--- src/icdv_pkg.sv ---
// shared constants, types and digit functions for the id check digit validator
`default_nettype none

package icdv_pkg;

	localparam int unsigned ID_W        = 30;
	localparam int unsigned DIGIT_W     = 4;
	localparam int unsigned CNT_W       = 4;
	localparam int unsigned PROD_W      = 62;
	localparam int unsigned RECIP_SHIFT = 35;
	localparam logic [31:0] RECIP_TEN   = 32'hCCCC_CCCD;
	localparam logic [DIGIT_W-1:0] RADIX      = 4'd10;
	localparam logic [DIGIT_W-1:0] DIGIT_MAX  = 4'd9;
	localparam logic [CNT_W-1:0]   MIN_DIGITS = 4'd8;
	localparam logic [CNT_W-1:0]   MAX_DIGITS = 4'd9;

	typedef enum logic [1:0] {
		ST_IDLE,
		ST_RUN,
		ST_HOLD
	} state_t;

	typedef struct packed {
		logic clear;
		logic step;
	} luhn_ctrl_t;

	typedef struct packed {
		logic [CNT_W-1:0]   cnt;
		logic [DIGIT_W-1:0] sum;
	} luhn_stat_t;

	// doubled digit with digit-summing
	function automatic logic [DIGIT_W-1:0] luhn_double(input logic [DIGIT_W-1:0] d);
		logic [DIGIT_W:0] dd;
		dd = {d, 1'b0};
		if (dd > {1'b0, DIGIT_MAX}) begin
			return DIGIT_W'(dd - {1'b0, DIGIT_MAX});
		end
		return dd[DIGIT_W-1:0];
	endfunction

	// mod-ten add of two values each below ten
	function automatic logic [DIGIT_W-1:0] add_mod_ten(input logic [DIGIT_W-1:0] a,
		input logic [DIGIT_W-1:0] b);
		logic [DIGIT_W:0] s;
		s = {1'b0, a} + {1'b0, b};
		if (s >= {1'b0, RADIX}) begin
			return DIGIT_W'(s - {1'b0, RADIX});
		end
		return s[DIGIT_W-1:0];
	endfunction

endpackage

`default_nettype wire

--- src/icdv_luhn_acc.sv ---
// digit counter and mod-ten luhn accumulator
`default_nettype none

module icdv_luhn_acc (
	input  wire logic                          clk,
	input  wire logic                          arst_n,
	input  wire icdv_pkg::luhn_ctrl_t          ctrl,
	input  wire logic [icdv_pkg::DIGIT_W-1:0]  digit,
	output icdv_pkg::luhn_stat_t               stat
);

	logic [icdv_pkg::CNT_W-1:0]   cnt_q;
	logic [icdv_pkg::DIGIT_W-1:0] sum_q;
	logic [icdv_pkg::DIGIT_W-1:0] term;

	// check digit sits at even position zero, odd positions are doubled
	always_comb begin
		term = cnt_q[0] ? icdv_pkg::luhn_double(digit) : digit;
	end

	always_ff @(posedge clk or negedge arst_n) begin
		if (!arst_n) begin
			cnt_q <= '0;
			sum_q <= '0;
		end else if (ctrl.clear) begin
			cnt_q <= '0;
			sum_q <= '0;
		end else if (ctrl.step) begin
			cnt_q <= cnt_q + icdv_pkg::CNT_W'(1);
			sum_q <= icdv_pkg::add_mod_ten(sum_q, term);
		end
	end

	assign stat.cnt = cnt_q;
	assign stat.sum = sum_q;

endmodule

`default_nettype wire

--- config.mk ---
export PLATFORM = sky130hd
export DESIGN_NAME = icdv_luhn_acc
export DESIGN_NICKNAME = d
export VERILOG_FILES = /design/src/icdv_pkg.sv /design/src/icdv_luhn_acc.sv
export SDC_FILE = /design/constraint.sdc
export NUM_CORES = 1
export LEC_CHECK = 0
export BUFFER_PORTS_ARGS = -buffer_cell sky130_fd_sc_hd__buf_2
export CAP_MARGIN = 40
export CORE_UTILIZATION = 35
export DETAILED_ROUTE_END_ITERATION = 12
export PLACE_DENSITY = 0.55
export SYNTH_ARGS = -nofsm -noshare
export SYNTH_HDL_FRONTEND = slang
export SYNTH_SLANG_ARGS = --single-unit
--- constraint.sdc ---
create_clock -name clk -period 5.2 [get_ports clk]
set_clock_uncertainty 0.2 [all_clocks]
set_input_delay 0 -clock clk [delete_from_list [all_inputs] [get_ports clk]]
set_output_delay 0 -clock clk [all_outputs]
set_load 0.005 [all_outputs]
==> impl_metrics.py, run 1 <==
metrics = {
    "synthesis": {
        "synth.net_count": 96,
        "yosys.cell_types.count": 32,
        "ys_ff_latch": 8,
        "synth_sequential_area_ratio": 0.283,
        "yosys_warnings": 0,
        "synth_cell_area_sq_um": 707,
        "postSynthCellCount": 80,
        "syn-mean-instance-area_sq_um": 8.84,
    },
    "timing": {
        "finalSetupTns_ns": 0,
        "achievable-frequency_mhz": 271,
        "relSlewSlack": 0.724,
        "tightestPinTransition_ns": 0.414,
        "final-hold-violation-count": 0,
        "timing.final.crit_share": 0.710,
        "grt_setup_unrepaired": "false",
        "period_minus_slack_ns": 3.69,
        "setup_viol": 0,
        "fin_ws_ns": 1.51,
        "timing.final.max_slew_violations": 0,
    },
    "clock_network": {
        "numClockSinks": 8,
        "clk_pin_slew_ns": 0.05,
        "tritoncts": "done",
        "cts_setup_buffers": 0,
        "htree_levels": 1,
        "cts_hold_buf": 5,
        "cts_made_buffers": 3,
        "cts_buffer_depth": 2,
        "postCtsResizedCells": 0,
        "clock-root-buffer": "sky130_fd_sc_hd__clkbuf_4",
        "clk_latency_ns": 0.25,
    },
    "route": {
        "totalWireLength_um": 1430,
        "number_of_optimization_iterations_in_the_first_detailed_route_pass": 2,
        "vias": 607,
        "antenna_violating_nets_post_route": 0,
        "vias_per_cell": 4.86,
        "drt_iter0_markers": 8,
        "drt_drc_violations_left": 0,
        "wl_per_cell_um": 11.4,
    },
    "setup_path": {
        "crit_required_ns": 5.19,
        "crit_path_max_fanout": 14,
        "worst_setup_path_end_kind": "register",
        "path_delay_family": "adder cells",
        "critical-path-slowest-cell": "sky130_fd_sc_hd__dfrtp_1",
        "path_cells": "nor2_1 > a21oi_1 > ha_1 > inv_1 > fa_1 > xnor2_1 > inv_1 > ha_1 > o31a_4 > o211ai_2 > or3_1 > a311oi_2 > dlygate4sd3_1",
        "slowest_cell_delay_on_critical_path_ns": 0.59,
        "crit_type": "register to register",
        "worstSetupStartpointType": "register",
        "worst_path_buf_inv": 3,
        "crit_path_arrival_time_ns": 3.69,
    },
    "min_path": {
        "min_path_type": "input port to register",
    },
    "floorplanning": {
        "chipHeight_um": 46.9,
        "die_area_sq_mm": 0.00220,
        "io_pins": 16,
        "initial_standard_cell_utilization_of_the_core": 0.392,
        "core_sq_mm": 0.00180,
        "placementRows": 15,
        "die-width_um": 46.9,
    },
    "layout": {
        "utilization": 0.485,
        "antenna-diode-count": 0,
        "layout_common_cells": "sky130_fd_sc_hd__buf_2 (15), sky130_fd_sc_hd__inv_1 (8), sky130_fd_sc_hd__nor2_1 (8), sky130_fd_sc_hd__dfrtp_1 (8), sky130_fd_sc_hd__ha_1 (7)",
        "final_layout_size_suffix_gt1_frac": 0.230,
        "layout_commonest_cell": "sky130_fd_sc_hd__buf_2",
        "final_nets": 118,
        "area_growth_pct": 23.7,
    },
    "grt": {
        "via_count_of_the_first_global_routing_pass": 538,
        "gr_util_all_layers": 0.157,
        "grt.overflow.total": 0,
        "global_route_wire_length_before_repair_um": 2380,
        "grt_max_degree": 15,
        "antenna_violations_before_repair": 0,
    },
    "pwr": {
        "ir_worst_vdd_mv": 0.127,
        "report.power.total_mw": 0.276,
        "power-per-cell-area_mw_per_mm2": 316,
        "p_leak_nw": 0.426,
    },
    "placed_design": {
        "port_buffers": 15,
        "place.detailed.hpwl_um": 1110,
        "post_place_worst_slack_ns": 2.01,
        "finalWeightedCongestion": 0.752,
    },
    "flow_run": {
        "number_of_max_capacitance_violations_reported": 0,
    },
    "run_status": {
        "status": "completed",
    },
}
## cells in the mapped netlist, drive strengths merged
cell	instances	share of area
a211oi	1	0.011
a21bo	1	0.014
a21o	1	0.011
a21oi	5	0.035
a311oi	1	0.021
clkbuf	3	0.016
dfrtp	8	0.28
fa	1	0.028
ha	7	0.12
inv	8	0.042
mux2i	2	0.028
nand2	6	0.032
nand2b	1	0.0089
nand3	1	0.0071
nand3b	1	0.011
nand4	1	0.0089
nor2	8	0.042
nor2b	1	0.0089
nor3	1	0.023
nor3b	2	0.021
nor4b	1	0.012
o211ai	3	0.039
o21a	1	0.011
o21ai	6	0.042
o21bai	1	0.011
o311ai	1	0.012
o31a	1	0.025
or3	1	0.0089
xnor2	3	0.037
xor2	2	0.025
## cell families after synthesis
kind of cell | Yosys count | share of synthesized area
simple gates | 24 | 0.184
xor+xnor | 5 | 0.0620
buf+inv | 11 | 0.0584
mux | 2 | 0.0283
flops | 8 | 0.283
compound gates | 22 | 0.232
fa+ha+maj | 8 | 0.152
## worst paths after layout
path                               start        to  slack [ns]  depth (start not counted)
worst max-delay path            cnt_q[0]  sum_q[1]        1.51                         13
worst max register to register  cnt_q[0]  sum_q[1]        1.51                         13
worst min-delay path            digit[0]  sum_q[0]        0.20                          6
worst min register to register  cnt_q[3]  cnt_q[3]        0.34                          2
max in group asynchronous         arst_n  sum_q[0]        4.01                          3
min in group asynchronous         arst_n  cnt_q[3]        0.52                          3
## flip-flops by register name (all words and copies together), names as in the netlist
signal,flops
cnt_q,4
sum_q,4
## metrics by stage
step	hold slack [ns]	instances	area, sq um
2_1_floorplan	-0.496	80	707
3_3_place_gp	-0.343	117	802
3_5_place_dp	-0.344	117	802
4_1_cts	0.187	125	875
5_1_grt	0.254	125	875
6_report	0.199	125	875
## layout make-up
class                           count  area (sq um)
Clock buffer                        3          22.5
Fill cell                         180           927
Inverter                            8          30.0
Multi-Input combinational cell     61           465
Sequential cell                     8           200
Tap cell                           25          31.3
Timing Repair Buffer               20           125
## worst reg2reg max path, stage by stage (launching register included)
cell	delay, ns
sky130_fd_sc_hd__dfrtp_1	0.59
sky130_fd_sc_hd__nor2_1	0.09
sky130_fd_sc_hd__a21oi_1	0.14
sky130_fd_sc_hd__ha_1	0.19
sky130_fd_sc_hd__inv_1	0.06
sky130_fd_sc_hd__fa_1	0.40
sky130_fd_sc_hd__xnor2_1	0.19
sky130_fd_sc_hd__inv_1	0.08
sky130_fd_sc_hd__ha_1	0.22
sky130_fd_sc_hd__o31a_4	0.19
sky130_fd_sc_hd__o211ai_2	0.12
sky130_fd_sc_hd__or3_1	0.34
sky130_fd_sc_hd__a311oi_2	0.25
sky130_fd_sc_hd__dlygate4sd3_1	0.58
## report_power, final
| group | internal (mW) | switching (mW) |
|---|---|---|
| clock network | 0.0265 | 0.0218 |
| logic | 0.0704 | 0.0769 |
| registers | 0.0703 | 0.0102 |
| total | 0.167 | 0.109 |
## layer usage
layer | part of all wire | track usage | routed length (um)
met1 | 0.52 | 0.216 | 745
met2 | 0.44 | 0.236 | 623
met3 | 0.040 | 0.0577 | 57
met4 | 0 | 0.0343 | 0
met5 | 0 | 0 | 0
No activity file was read; power rests on OpenSTA's default activity.
==> run 2, diff against run 1 <==
--- a/config.mk
+++ b/config.mk
@@ -5,6 +5,7 @@
 export SDC_FILE = /design/constraint.sdc
 export NUM_CORES = 1
 export LEC_CHECK = 0
+export ABC_AREA = 1
 export BUFFER_PORTS_ARGS = -buffer_cell sky130_fd_sc_hd__buf_2
 export CAP_MARGIN = 40
 export CORE_UTILIZATION = 35
==> constraint.sdc (replaced) <==
create_clock -name clk -period 3.4 [get_ports clk]
set_clock_uncertainty 0.2 [all_clocks]
set_input_delay 0 -clock clk [delete_from_list [all_inputs] [get_ports clk]]
set_output_delay 0 -clock clk [all_outputs]
set_load 0.005 [all_outputs]
==> impl_metrics.py, run 2 <==
metrics = {
    "synthesis": {
        "yosys-top-cells-area": "sky130_fd_sc_hd__dfrtp_1 (29%), sky130_fd_sc_hd__ha_1 (13%), sky130_fd_sc_hd__nand2_1 (9.7%)",
        "synth-edff-count": 0,
        "synth.net_count": 104,
        "yosys.cell_types.count": 26,
        "synth_cell_area_sq_um": 698,
        "ys_ff_latch": 8,
        "most_used_standard_cell_by_instance_count_after_synthesis": "sky130_fd_sc_hd__nand2_1",
        "yosys_warnings": 0,
        "postSynthCellCount": 88,
        "most_used_dff_post_synth": "sky130_fd_sc_hd__dfrtp_1",
        "netlist_top_cells_count": "sky130_fd_sc_hd__nand2_1 (18), sky130_fd_sc_hd__inv_1 (11), sky130_fd_sc_hd__dfrtp_1 (8)",
        "synth_sequential_area_ratio": 0.287,
        "synth_largest_type_area_fraction": 0.287,
        "syn-mean-instance-area_sq_um": 7.93,
        "async_reset_ff_frac": 1.00,
        "synthDominantAreaCellType": "sky130_fd_sc_hd__dfrtp_1",
    },
    "setup_path": {
        "slowest_cell_delay_on_critical_path_ns": 0.51,
        "crit_required_ns": 3.34,
        "crit_type": "register to register",
        "worst_setup_path_end_kind": "register",
        "path_cells": "nand2_1 > o21ai_1 > ha_1 > inv_1 > fa_1 > inv_1 > nand2_1 > and2_1 > ha_1 > nand2_1 > nand3_2 > nand2_2 > nand2_1 > nand3_1 > nand2_1",
        "worstSetupStartpointType": "register",
        "crit_top_cell": "sky130_fd_sc_hd__nand2_1",
        "critical-path-slowest-cell": "sky130_fd_sc_hd__dfrtp_1",
        "path_delay_family": "adder cells",
        "crit_path_max_fanout": 9,
        "worst_path_buf_inv": 2,
        "regToRegSetupSlack_ns": 0.80,
        "crit_path_arrival_time_ns": 2.54,
    },
    "grt": {
        "via_count_of_the_first_global_routing_pass": 531,
        "gr_util_all_layers": 0.153,
        "grt_max_degree": 10,
        "grt.overflow.total": 0,
        "antenna_violations_before_repair": 0,
        "global_route_wire_length_before_repair_um": 2290,
    },
    "pwr": {
        "power-per-cell-area_mw_per_mm2": 770,
        "p_switching_mw": 0.321,
        "seq_power_share": 0.240,
        "power.share.clock": 0.106,
        "ir_worst_vdd_mv": 0.384,
        "p_leak_nw": 0.461,
        "cell_int_power_mw": 0.347,
        "pwr-share-comb": 0.654,
        "power.switching_fraction": 0.481,
    },
    "route": {
        "drt_iter0_markers": 12,
        "drt_drc_violations_left": 0,
        "antenna_violating_nets_post_route": 0,
        "number_of_optimization_iterations_in_the_first_detailed_route_pass": 4,
        "vias_per_cell": 4.78,
        "totalWireLength_um": 1450,
        "vias": 645,
        "wl_per_cell_um": 10.7,
    },
    "timing": {
        "grt_setup_unrepaired": "false",
        "fin_ws_ns": 0.795,
        "period_minus_slack_ns": 2.60,
        "tightestPinTransition_ns": 0.358,
        "achievable-frequency_mhz": 384,
        "setup_viol": 0,
        "final-hold-violation-count": 0,
        "timing.final.max_slew_violations": 0,
        "timing.final.crit_share": 0.766,
        "relSlewSlack": 0.760,
        "finalSetupTns_ns": 0,
        "worst_hold_margin_ns": 0.0870,
    },
    "floorplanning": {
        "chipHeight_um": 46.7,
        "placementRows": 15,
        "die_area_sq_mm": 0.00218,
        "io_pins": 16,
        "core_sq_mm": 0.00180,
        "initial_standard_cell_utilization_of_the_core": 0.388,
        "die-width_um": 46.7,
    },
    "layout": {
        "final_layout_size_suffix_gt1_frac": 0.300,
        "final_nets": 128,
        "utilization": 0.481,
        "layout_common_cells": "sky130_fd_sc_hd__nand2_1 (18), sky130_fd_sc_hd__buf_2 (15), sky130_fd_sc_hd__inv_1 (11)",
        "antenna-diode-count": 0,
        "area_growth_pct": 24.2,
        "layout_commonest_cell": "sky130_fd_sc_hd__nand2_1",
        "biggest_registers_after_layout": "cnt_q: 4 flops, sum_q: 4 flops",
    },
    "clock_network": {
        "clock-root-buffer": "sky130_fd_sc_hd__clkbuf_4",
        "cts_made_buffers": 3,
        "tritoncts": "done",
        "clk_latency_ns": 0.25,
        "clk_pin_slew_ns": 0.05,
        "htree_levels": 1,
        "cts_buffer_depth": 2,
        "numClockSinks": 8,
    },
    "placed_design": {
        "port_buffers": 15,
        "place.detailed.hpwl_um": 1180,
        "post_place_worst_slack_ns": 0.742,
        "finalWeightedCongestion": 0.690,
    },
    "flow_run": {
        "number_of_max_capacitance_violations_reported": 0,
    },
    "run_status": {
        "status": "completed",
    },
    "min_path": {
        "min_path_type": "input port to register",
    },
}
==> run 2: cell count changes after synthesis, moves of 4 or more <==
cell and change:
sky130_fd_sc_hd__o21ai_1 +4, sky130_fd_sc_hd__nor2_1 -4, sky130_fd_sc_hd__o21ai_0 -5, sky130_fd_sc_hd__nand3_1 +6, sky130_fd_sc_hd__nand2_1 +12
==> run 2: power by group through the flow <==
stage          Clock (mW)  Combinational [mW]  Sequential (mW)
2_1_floorplan           0               0.338            0.156
3_3_place_gp            0               0.433            0.163
3_5_place_dp            0               0.431            0.162
4_1_cts            0.0732               0.437            0.161
5_1_grt            0.0820               0.504            0.166
6_report           0.0707               0.437            0.160
==> run 2: final timing paths <==
path	depth (start not counted)	to	startpoint
max	15	sum_q[2]	cnt_q[0]
min	5	sum_q[0]	digit[0]
max reg2reg	15	sum_q[2]	cnt_q[0]
min reg2reg	2	sum_q[3]	sum_q[3]
max in group asynchronous	3	cnt_q[2]	arst_n
min in group asynchronous	3	cnt_q[0]	arst_n
==> run 2: cells by family after synthesis <==
logic type	share of synthesized area
compound gates	0.170
xor+xnor	0.0125
simple gates	0.301
buf+inv	0.0753
flops	0.287
fa+ha+maj	0.154
==> run 2: metal layers <==
metal	up-vias	wire length (um)	GRT usage
met1	284	759	0.221
met2	16	629	0.214
met3	0	61	0.0706
met5	-	0	0
li1	345	-	-
met4	0	0	0.0171
==> run 2: what timing repair did <==
action | CTS | global route
gates resized for setup | 0 | 0
buffers inserted | 0 | 0
endpoints found under the hold margin | 16 | 0
hold buffers | 4 | 0
==> run 2: cell type report <==
class                           instances  area (sq um)
Inverter                               14          52.6
Clock buffer                            3          22.5
Fill cell                             189           935
Tap cell                               25          31.3
Sequential cell                         8           200
Multi-Input combinational cell         66           445
Timing Repair Buffer                   19           115
==> run 2: tightest hold or removal path, cell delays in order <==
cell,delay [ns]
sky130_fd_sc_hd__buf_2,0.08
sky130_fd_sc_hd__inv_2,0.04
sky130_fd_sc_hd__o21ai_1,0.12
sky130_fd_sc_hd__ha_1,0.14
sky130_fd_sc_hd__a22o_1,0.12
==> run 2: metrics by stage <==
step	cells	instance area, sq um	power, mW
floorplan	88	698	0.493
global placement	128	805	0.596
detailed placement	128	805	0.593
CTS	135	867	0.671
global route	135	867	0.752
finish	135	867	0.668
